### src/hdl/hcho_frx_pkg.sv
package hcho_frx_pkg;

    // frame layout
    localparam logic [3:0] FRAME_LEN   = 4'd10;
    localparam logic [3:0] SUM_END     = 4'd8;   // bytes below this offset are summed
    localparam logic [3:0] BODY_FIRST  = 4'd2;   // first byte kept for the checks
    localparam logic [3:0] BODY_LAST   = 4'd8;   // last byte kept (byte 9 arrives live)
    localparam int         BODY_LEN    = 7;
    localparam int         BODY_IDX_W  = 3;

    localparam logic [7:0] HDR_FIRST   = 8'h42;
    localparam logic [7:0] HDR_SECOND  = 8'h4D;
    localparam logic [7:0] RESP_CMD    = 8'h08;

    // configuration registers
    localparam logic CFG_GAS_TYPE = 1'b0;
    localparam logic CFG_UNIT     = 1'b1;

    localparam logic [7:0] GAS_TYPE_RST = 8'h14;
    localparam logic [7:0] UNIT_RST     = 8'h05;

    // status codes
    localparam logic [2:0] ST_OK         = 3'd0;
    localparam logic [2:0] ST_INCOMPLETE = 3'd1;
    localparam logic [2:0] ST_BAD_CMD    = 3'd2;
    localparam logic [2:0] ST_BAD_TYPE   = 3'd3;
    localparam logic [2:0] ST_BAD_SUM    = 3'd4;
    localparam logic [2:0] ST_BAD_SCALE  = 3'd5;

    localparam int CONC_W = 26;

    // one finished assembly handed to the checks
    typedef struct packed {
        logic        timeout;
        logic [3:0]  count;
        logic [7:0]  cmd;
        logic [7:0]  gas_type;
        logic [7:0]  unit;
        logic [7:0]  scale_code;
        logic [15:0] raw;
        logic [15:0] sent_sum;
        logic [15:0] calc_sum;
    } frame_rec_t;

    // ug/m3 multiplier per scale code, zero for a code that means nothing
    function automatic logic [9:0] scale_factor(input logic [7:0] code);
        logic [9:0] f;
        case (code)
            8'd1:    f = 10'd1000;
            8'd2:    f = 10'd100;
            8'd3:    f = 10'd10;
            8'd4:    f = 10'd1;
            default: f = 10'd0;
        endcase
        return f;
    endfunction

endpackage

### src/hdl/hcho_frx_assembler.sv
module hcho_frx_assembler
(
    input  logic                    clk,
    input  logic                    rst_n,
    input  logic                    in_valid,
    output logic                    in_ready,
    input  logic                    action,
    input  logic [7:0]              rx_byte,
    output logic                    rec_valid,
    input  logic                    rec_ready,
    output hcho_frx_pkg::frame_rec_t rec
);

    logic [3:0]  count_reg, count_next;
    logic [15:0] sum_reg, sum_next;
    logic [7:0]  body_reg [hcho_frx_pkg::BODY_LEN];
    logic        rec_valid_reg, rec_valid_next;
    hcho_frx_pkg::frame_rec_t rec_reg, rec_next;

    logic                                accept;
    logic                                store_en;
    logic                                emit;
    logic [hcho_frx_pkg::BODY_IDX_W-1:0] body_idx;
    logic [3:0]                          body_off;

    assign in_ready = !rec_valid_reg || rec_ready;
    assign accept   = in_valid && in_ready;
    assign body_off = count_reg - hcho_frx_pkg::BODY_FIRST;
    assign body_idx = body_off[hcho_frx_pkg::BODY_IDX_W-1:0];

    // header hunt, count, running sum, body capture, timeout and record build
    always_comb
    begin
        count_next = count_reg;
        sum_next   = sum_reg;
        store_en   = 1'b0;
        emit       = 1'b0;
        rec_next   = rec_reg;
        if (accept)
        begin
            if (action)
            begin
                emit             = 1'b1;
                rec_next.timeout = 1'b1;
                rec_next.count   = count_reg;
                count_next       = '0;
                sum_next         = '0;
            end
            else if (count_reg == 4'd0)
            begin
                if (rx_byte == hcho_frx_pkg::HDR_FIRST)
                begin
                    count_next = 4'd1;
                    sum_next   = {8'd0, rx_byte};
                end
            end
            else if (count_reg == 4'd1 && rx_byte != hcho_frx_pkg::HDR_SECOND)
            begin
                // another first header byte restarts the frame at one byte
                if (rx_byte == hcho_frx_pkg::HDR_FIRST)
                begin
                    sum_next = {8'd0, rx_byte};
                end
                else
                begin
                    count_next = '0;
                    sum_next   = '0;
                end
            end
            else if (count_reg >= hcho_frx_pkg::FRAME_LEN)
            begin
                count_next = '0;
                sum_next   = '0;
            end
            else
            begin
                store_en = (count_reg >= hcho_frx_pkg::BODY_FIRST)
                        && (count_reg <= hcho_frx_pkg::BODY_LAST);
                if (count_reg < hcho_frx_pkg::SUM_END)
                begin
                    sum_next = sum_reg + {8'd0, rx_byte};
                end
                count_next = count_reg + 4'd1;
                if (count_reg == hcho_frx_pkg::FRAME_LEN - 4'd1)
                begin
                    emit                = 1'b1;
                    rec_next.timeout    = 1'b0;
                    rec_next.count      = hcho_frx_pkg::FRAME_LEN;
                    rec_next.cmd        = body_reg[0];
                    rec_next.gas_type   = body_reg[1];
                    rec_next.unit       = body_reg[2];
                    rec_next.scale_code = body_reg[3];
                    rec_next.raw        = {body_reg[4], body_reg[5]};
                    rec_next.sent_sum   = {body_reg[6], rx_byte};
                    rec_next.calc_sum   = sum_reg;
                    count_next          = '0;
                    sum_next            = '0;
                end
            end
        end
    end

    always_comb
    begin
        if (emit)
        begin
            rec_valid_next = 1'b1;
        end
        else if (rec_ready)
        begin
            rec_valid_next = 1'b0;
        end
        else
        begin
            rec_valid_next = rec_valid_reg;
        end
    end

    always_ff @(posedge clk or negedge rst_n)
    begin
        if (!rst_n)
        begin
            count_reg     <= '0;
            sum_reg       <= '0;
            rec_valid_reg <= 1'b0;
        end
        else
        begin
            count_reg     <= count_next;
            sum_reg       <= sum_next;
            rec_valid_reg <= rec_valid_next;
        end
    end

    always_ff @(posedge clk)
    begin
        rec_reg <= rec_next;
        if (store_en)
        begin
            body_reg[body_idx] <= rx_byte;
        end
    end

    assign rec_valid = rec_valid_reg;
    assign rec       = rec_reg;

endmodule

### src/hdl/hcho_frx_validator.sv
module hcho_frx_validator
(
    input  logic                              clk,
    input  logic                              rst_n,
    input  logic                              rec_valid,
    output logic                              rec_ready,
    input  hcho_frx_pkg::frame_rec_t          rec,
    input  logic [7:0]                        exp_gas_type,
    input  logic [7:0]                        exp_unit,
    output logic                              out_valid,
    input  logic                              out_ready,
    output logic [2:0]                        status,
    output logic [hcho_frx_pkg::CONC_W-1:0]   concentration_ug,
    output logic [3:0]                        bytes_collected
);

    logic                              out_valid_reg, out_valid_next;
    logic [2:0]                        status_reg, status_next;
    logic [hcho_frx_pkg::CONC_W-1:0]   conc_reg, conc_next;
    logic [3:0]                        count_reg;
    logic [9:0]                        factor;
    logic                              load;

    assign rec_ready = !out_valid_reg || out_ready;
    assign load      = rec_valid && rec_ready;
    assign factor    = hcho_frx_pkg::scale_factor(rec.scale_code);

    // checks in priority order
    always_comb
    begin
        conc_next = '0;
        if (rec.timeout)
        begin
            status_next = hcho_frx_pkg::ST_INCOMPLETE;
        end
        else if (rec.cmd != hcho_frx_pkg::RESP_CMD)
        begin
            status_next = hcho_frx_pkg::ST_BAD_CMD;
        end
        else if (rec.gas_type != exp_gas_type || rec.unit != exp_unit)
        begin
            status_next = hcho_frx_pkg::ST_BAD_TYPE;
        end
        else if (rec.sent_sum != rec.calc_sum)
        begin
            status_next = hcho_frx_pkg::ST_BAD_SUM;
        end
        else if (factor == 10'd0)
        begin
            status_next = hcho_frx_pkg::ST_BAD_SCALE;
        end
        else
        begin
            status_next = hcho_frx_pkg::ST_OK;
            conc_next   = hcho_frx_pkg::CONC_W'(rec.raw) * hcho_frx_pkg::CONC_W'(factor);
        end
    end

    always_comb
    begin
        if (load)
        begin
            out_valid_next = 1'b1;
        end
        else if (out_ready)
        begin
            out_valid_next = 1'b0;
        end
        else
        begin
            out_valid_next = out_valid_reg;
        end
    end

    always_ff @(posedge clk or negedge rst_n)
    begin
        if (!rst_n)
        begin
            out_valid_reg <= 1'b0;
        end
        else
        begin
            out_valid_reg <= out_valid_next;
        end
    end

    always_ff @(posedge clk)
    begin
        if (load)
        begin
            status_reg <= status_next;
            conc_reg   <= conc_next;
            count_reg  <= rec.count;
        end
    end

    assign out_valid        = out_valid_reg;
    assign status           = status_reg;
    assign concentration_ug = conc_reg;
    assign bytes_collected  = count_reg;

endmodule

### src/hdl/hcho_sensor_frame_receiver_unit.sv
// Formaldehyde sensor frame receiver. Each input beat is one received serial
// byte (action 0) or a timeout/abort (action 1). The block hunts for the
// header 0x42 0x4D, collects a 10-byte frame and, on the tenth byte, returns
// one result beat: a status (ok, bad command, bad gas type or unit, bad
// checksum, bad scale code) and, when ok, the concentration in ug/m3 as the
// raw word times 1000/100/10/1 for scale codes 1..4. A timeout always returns
// status incomplete with the number of frame bytes held, even zero, and
// clears the assembly. Bytes that do not complete a frame return nothing.
// Rate: one beat per clock while in_ready is high. The header hunt, byte count
// and 16-bit running sum update in the same cycle a byte is taken; a completed
// frame or timeout is latched into a record register, then checked and scaled
// (one 16x10 multiply) into the output register. Input stalls only while both
// the record and output registers are full and out_ready is low. Configuration
// writes (index 0: expected gas type, reset 0x14; index 1: expected unit,
// reset 0x05) take effect at once and belong in idle periods only.
module hcho_sensor_frame_receiver_unit
(
    input  logic        clk,
    input  logic        rst_n,
    // configuration write port
    input  logic        cfg_write,
    input  logic        cfg_index,
    input  logic [7:0]  cfg_data,
    // input beats
    input  logic        in_valid,
    output logic        in_ready,
    input  logic        action,
    input  logic [7:0]  rx_byte,
    // result beats
    output logic        out_valid,
    input  logic        out_ready,
    output logic [2:0]  status,
    output logic [25:0] concentration_ug,
    output logic [3:0]  bytes_collected
);

    logic [7:0] gas_type_reg, gas_type_next;
    logic [7:0] unit_reg, unit_next;

    // handoff between byte assembly and frame checks
    logic                     rec_valid;
    logic                     rec_ready;
    hcho_frx_pkg::frame_rec_t rec;

    // register decode
    always_comb
    begin
        gas_type_next = gas_type_reg;
        unit_next     = unit_reg;
        if (cfg_write)
        begin
            unique case (cfg_index)
                hcho_frx_pkg::CFG_GAS_TYPE: gas_type_next = cfg_data;
                hcho_frx_pkg::CFG_UNIT:     unit_next     = cfg_data;
                default:                    ;
            endcase
        end
    end

    always_ff @(posedge clk or negedge rst_n)
    begin
        if (!rst_n)
        begin
            gas_type_reg <= hcho_frx_pkg::GAS_TYPE_RST;
            unit_reg     <= hcho_frx_pkg::UNIT_RST;
        end
        else
        begin
            gas_type_reg <= gas_type_next;
            unit_reg     <= unit_next;
        end
    end

    // header hunt, byte count, running sum, frame body capture
    hcho_frx_assembler u_asm
    (
        .clk       (clk),
        .rst_n     (rst_n),
        .in_valid  (in_valid),
        .in_ready  (in_ready),
        .action    (action),
        .rx_byte   (rx_byte),
        .rec_valid (rec_valid),
        .rec_ready (rec_ready),
        .rec       (rec)
    );

    // command/type/unit/checksum/scale checks and output register
    hcho_frx_validator u_val
    (
        .clk              (clk),
        .rst_n            (rst_n),
        .rec_valid        (rec_valid),
        .rec_ready        (rec_ready),
        .rec              (rec),
        .exp_gas_type     (gas_type_reg),
        .exp_unit         (unit_reg),
        .out_valid        (out_valid),
        .out_ready        (out_ready),
        .status           (status),
        .concentration_ug (concentration_ug),
        .bytes_collected  (bytes_collected)
    );

endmodule

### config.mk
export PLATFORM = sky130hd
export DESIGN_NAME = hcho_sensor_frame_receiver_unit
export DESIGN_NICKNAME = d
export VERILOG_FILES = /design/src/hdl/hcho_frx_pkg.sv /design/src/hdl/hcho_frx_assembler.sv /design/src/hdl/hcho_frx_validator.sv /design/src/hdl/hcho_sensor_frame_receiver_unit.sv
export SDC_FILE = /design/constraint.sdc
export NUM_CORES = 1
export LEC_CHECK = 0
export BUFFER_PORTS_ARGS = -buffer_cell sky130_fd_sc_hd__clkbuf_2
export CELL_PAD_IN_SITES_DETAIL_PLACEMENT = 1
export CELL_PAD_IN_SITES_GLOBAL_PLACEMENT = 1
export CORE_ASPECT_RATIO = 0.6
export CORE_UTILIZATION = 45
export DETAILED_ROUTE_END_ITERATION = 10
export GPL_TIMING_DRIVEN = 0
export PLACE_DENSITY = 0.84
export SYNTH_ARGS = -nofsm -noshare
export SYNTH_HDL_FRONTEND = slang
export SYNTH_SLANG_ARGS = --single-unit
### constraint.sdc
create_clock -name clk -period 12.5 [get_ports clk]
set_input_delay 2.5 -clock clk [delete_from_list [all_inputs] [get_ports clk]]
set_output_delay 2.5 -clock clk [all_outputs]
set_load 0.02 [all_outputs]
[After elaboration in Yosys (flattened, before gate mapping)]
Memory sizes are Yosys's and may differ from the RTL's.
Index checks and enable logic that the tools add are counted.
Word-level totals
  bits in writable memories: 56
  bits in registers: 156
  word-level logic and storage cells: 115
  output and inout bits: 35
  memories: 1
Memory list
  u_asm.body_reg: words 7, width 8, rd ports 7, clocked after Yosys merged registers in 0, wr ports 1, RTL line hcho_frx_assembler.sv:16  | logic [7:0] body_reg [hcho_frx_pkg::BODY_LEN];
Cells by class
  reductions and logical operators: 23
  multiplexer cells: 42
  magnitude comparators: 4
  bitwise operators: 5
  add/subtract/negate cells: 3
  $mul: 1
  equality and inequality tests: 17
Operators with widths (count)
  85-bit two-way mux: 4
  16-bit two-way mux: 7
  10-bit case mux with 4 select lines: 1
  4-bit two-way mux: 8
  16-bit by 10-bit multiplier with 26-bit output: 1
  1-bit two-way mux: 17
  16-bit by 8-bit adder with 16-bit output: 1
  8-bit by 2-bit equality test with 1-bit output (second input constant): 2
  16-bit inequality test: 1
  8-bit inequality test: 2
  10-bit logical NOT: 1
  8-bit by 1-bit equality test with 1-bit output (second input constant): 1
  8-bit by 3-bit equality test with 1-bit output (second input constant): 1
  8-bit by 7-bit equality test with 1-bit output (second input constant): 1
  8-bit two-way mux: 1
  8-bit by 4-bit inequality test with 1-bit output (second input constant): 1
  8-bit by 7-bit inequality test with 1-bit output (second input constant): 1
  3-bit two-way mux: 2
  2-bit inequality test (second input constant): 3
  3-bit AND reduction: 2
  6-bit AND reduction: 1
  2-bit nonzero test: 3
  6-bit nonzero test: 1
  1-bit inverter: 5
  19 further kinds: 27

[Depth between registers and ports, before layout]
  depth in word-level cells: 9
  mapped depth: 25

[By module]
From an unflattened synthesis, not the netlist that was laid out.
Second synthesis, totals
  cells, all modules: 1058
  area, all modules: 12841.1 um^2
By module, submodules not included
  hcho_frx_validator: cells an instance 695, instances 1, area an instance 6402.4 um^2
  hcho_frx_assembler: cells an instance 328, instances 1, area an instance 5791.8 um^2
  hcho_sensor_frame_receiver_unit: cells an instance 35, instances 1, area an instance 646.9 um^2

[Least setup slack after synthesis]
Ideal clock, no wire load.
  kind: input to register
  start point: in rx_byte[4]
  end point: reg u_asm.rec_reg, in the netlist u_asm.rec[0] (enable)
  cell stages on the path: 6
  setup time: 0.519 ns
  setup slack: 5.023 ns
  data arrival time: 6.958 ns
  buffers on the path: 0
  cells stage by stage: or4b_4 > nor2_1 > or4_1 > and3_1 > nand2_1 > nor2_1
On the way
  cells in the longest elaborated chain, start to end: 4
RTL lines
  from (decl): RTL line hcho_sensor_frame_receiver_unit.sv:28  | input logic [7:0] rx_byte,
  8-bit by 7-bit inequality test with 1-bit output: RTL line hcho_frx_assembler.sv:57  | else if (count_reg == 4'd1 && rx_byte != hcho_frx_pkg::HDR_SECOND)
  1-bit logical AND: RTL line hcho_frx_assembler.sv:57
  1-bit inverter (no source line)
  6-bit AND reduction (no source line)
  to (signal assigned): RTL line hcho_frx_assembler.sv:137  | rec_reg <= rec_next;
  to (decl): RTL line hcho_frx_assembler.sv:18  | hcho_frx_pkg::frame_rec_t rec_reg, rec_next;
Every way passes these cells.
A chain may end at the register's enable or synchronous reset.

[Final worst setup path]
  start point: reg u_asm.rec_reg, in the netlist u_asm.rec[53]
  end point: reg u_val.conc_reg, in the netlist u_val.concentration_ug[24] (data pin)
On the way
  cells in the longest elaborated chain, start to end: 4
  elaborated cells on any way between the ends: 8
  classes of those cells: mul: 1; eq/ne: 4; mux: 1; reduce/logical: 2
RTL lines
  8-bit by 3-bit equality test with 1-bit output (tied with other cells): RTL line hcho_frx_pkg.sv:48  | case (code)
  10-bit case mux with 4 select lines (*): RTL line hcho_frx_pkg.sv:48
  parallel branches: the longest is 2 deep, another holds 16-bit by 10-bit multiplier with 26-bit output
  to (signal assigned): RTL line hcho_frx_validator.sv:92  | conc_reg <= conc_next;
  to (decl): RTL line hcho_frx_validator.sv:19  | logic [hcho_frx_pkg::CONC_W-1:0] conc_reg, conc_next;
Every way passes the cells marked *.

==> impl_metrics.tcl <==
set metrics [dict create \
    min_from "u_asm.body_reg[3][0]$_DFFE_PP_" \
    io_pins 58 \
    num_rows 47 \
    multiInputGateArea_sq_mm 0.00593 \
    tightest_slew_ps 1250 \
    crit_top_cell "fa_1" \
    synthTopCellsByCount "174 x edfxtp_1, 117 x inv_1, 101 x nand2_1, 92 x fa_1, 84 x ha_1" \
    initial_core_util 0.458 \
    antenna_cells 0 \
    required_ps 12730 \
    stdcell_area_sq_mm 0.0142 \
    postLayoutSetupSlackWorst_ps 4650 \
    avgSynthCellArea_sq_um 12.3 \
    p_leak_nw 6.23 \
    powerDensity_mw_per_mm2 128 \
    core_area_sq_mm 0.0276 \
    hold_viol 0 \
    synth.distinct_cells 64 \
    largest_reg_flops 85 \
    grt_pass1_wl_um 51200 \
    ff2ff_setup_slack_ps 4650 \
    track_usage 0.233 \
    postSynthCellCount 1026 \
    hold_path_depth 0 \
    worst_clock_skew_ps 17.1 \
    rsz0062_at_grt "no" \
    status "complete, no violations" \
    die-area_sq_mm 0.0288 \
    criticalPathCategory "reg2reg" \
    post_drt_wl_per_cell_um 21.8 \
    postCtsHoldBufs 0 \
    dpl.hpwl_um 24400 \
    crit_slowest_cell "or4_1" \
    yosys_warnings 0 \
    r2r-end "u_val.concentration_ug[24]$_SDFFCE_PP0P_" \
    holdPathEnd "u_asm.rec[48]$_DFFE_PP_" \
    fin_crit_sh 0.628 \
    worstSetupStartpointType "register" \
    yosysTopAreaCell "edfxtp_1" \
    maxCapViolCount 0 \
    finalSetupTns_ps 0 \
    grt_max_degree 39 \
    drt_wl_total_um 32500 \
    cts.repair.resized 0 \
    numCtsBuffers 22 \
    cp_num_buf_inv 5 \
    yosysMostFrequentCell "edfxtp_1" \
    post-cts-setup-buffers 0 \
    worst_setup_path_end_kind "register" \
    clock_sinks 212 \
    antenna_left 0 \
    fill_cells 2876 \
    slew_violations 0 \
    drt-initial-drc-count 724 \
    fin_nets 1308 \
    place_worst_setup_slack_ps 4870 \
    synth_seq_area_share 0.489 \
    hp-class "reg2reg" \
    crit_chain "or4_1 -> nor3_2 -> and3_1 -> clkbuf_1 -> clkbuf_1 -> nand2_1 -> fa_1 -> inv_1 -> fa_1 -> fa_1 -> fa_1 -> inv_1 -> fa_1 -> inv_1 -> ha_1 -> nand3_1 -> o211ai_1 -> a31oi_1 -> o21ai_1 -> o41ai_1 -> xor2_1 -> nor2_1" \
    ys_ff_latch 212 \
    syn_to_final_growth_pct 12.6 \
    clk_pin_slew_worst_paths_ps 70 \
    chipWidth_um 218 \
    cp_num_cells 22 \
    worstPathArrival_ps 8080 \
    r2r-start "u_asm.rec[53]$_DFFE_PP_" \
    yosys-top-cells-area "edfxtp_1 41%, fa_1 15%, ha_1 8.3%" \
    worst-path-max-fanout 10 \
    synthArstFlopShare 0.179 \
    path_delay_family "adder cells" \
    reg2regPathDepth 22 \
    cts_buffer_depth 3 \
    clock.fmax_ghz 0.127 \
    fin_util 0.515 \
    register_area_sq_mm 0.00618 \
    syn_area_sq_mm 0.0126 \
    setup_violations 0 \
    cts_tree "done" \
    grt_pass1_vias 9003 \
    dr.pass1.iters 5 \
    irDropWorstVdd_uv 89.9 \
    synth_edf_count 174 \
    dpl_cell_area_sq_mm 0.0134 \
    slew_headroom 0.163 \
    drive_gt1_frac 0.122 \
    hold-worst-slack_ps 407 \
    cts_max_level 1 \
    clk_latency_ps 510 \
    portBuffers 57 \
    cts_root_buf "clkbuf_16" \
    vias 8337 \
    min_period_ps 7850 \
    yosys_most_used_dff "edfxtp_1" \
    antenna_found_initial 0 \
    vias_per_cell 5.59 \
    gp_congestion 0.897 \
    drc 0 \
    synth_top_cell_area_share 0.414 \
    syn_nets 1225 \
    grt-ovfl-total 0 \
    critPathMaxStageDelay_ps 610 \
    die_h_um 132 \
]
==> logic make-up after synthesis <==
kind of cell             share of synthesized area
multiplexers                                0.0155
adder cells (fa/ha/maj)                      0.229
AO/OA/AOI/OAI                               0.0627
flip-flops                                   0.489
buffers and inverters                       0.0422
XOR/XNOR                                    0.0465
AND/OR/NAND/NOR                              0.115
==> layout by cell type (no fill, tap or decap), types with 8 or more instances in the layout <==
cell         n
edfxtp_1   174
inv_1      117
nand2_1    101
fa_1        92
ha_1        84
nor2_1      60
clkbuf_2    57
a21oi_1     39
xor2_1      34
dfrtp_1     34
xnor2_1     33
and2_1      28
clkbuf_1    24
clkbuf_16   23
o21ai_0     22
mux2_2      16
and3_1      15
nand3_1     15
a21o_1      12
nand2b_1    11
nor3_1      10
nand4_1      8
==> worst max-delay path by stage <==
stage | end | from | slack (ps)
global placement | u_asm.rec[74]$_DFFE_PP_ | rx_byte[4] | 3100
global route | u_val.concentration_ug[21]$_SDFFCE_PP0P_ | u_asm.rec[53]$_DFFE_PP_ | 4390
CTS | u_val.concentration_ug[24]$_SDFFCE_PP0P_ | u_asm.rec[53]$_DFFE_PP_ | 4760
detailed placement | u_val.concentration_ug[24]$_SDFFCE_PP0P_ | u_asm.rec[53]$_DFFE_PP_ | 4870
finish | u_val.concentration_ug[24]$_SDFFCE_PP0P_ | u_asm.rec[53]$_DFFE_PP_ | 4650
floorplan | u_asm.rec[0]$_DFFE_PP_ | rx_byte[4] | 5020
==> layout make-up <==
cell class              count  area share
flip-flops and latches    212       0.435
multi-input cells         673       0.417
clock buffers              30      0.0438
well taps                 367      0.0323
inverters                 117      0.0309
repair buffers             59      0.0234
clock inverters            10      0.0107
plain buffers              24     0.00660
==> metal layers <==
layer / vias to the layer above / track usage / part of all wire
met5: - / 0 / 0
li1: 3697 / - / -
met3: 51 / 0.0358 / 0.068
met4: 0 / 0.0524 / 0.021
met1: 4268 / 0.334 / 0.44
met2: 321 / 0.377 / 0.47
==> power breakdown <==
part	switching, W	total [W]	internal (W)
logic	0.000173	0.000266	0.0000929
registers	0.0000293	0.000837	0.000808
clock network	0.000280	0.000712	0.000432
==> through the flow <==
step,std cells,power (W)
floorplan,1026,0.00102
global placement,1450,0.00108
detailed placement,1452,0.00111
CTS,1492,0.00182
global route,1492,0.00187
finish,1492,0.00181
No activity file was read; power rests on OpenSTA's default activity.
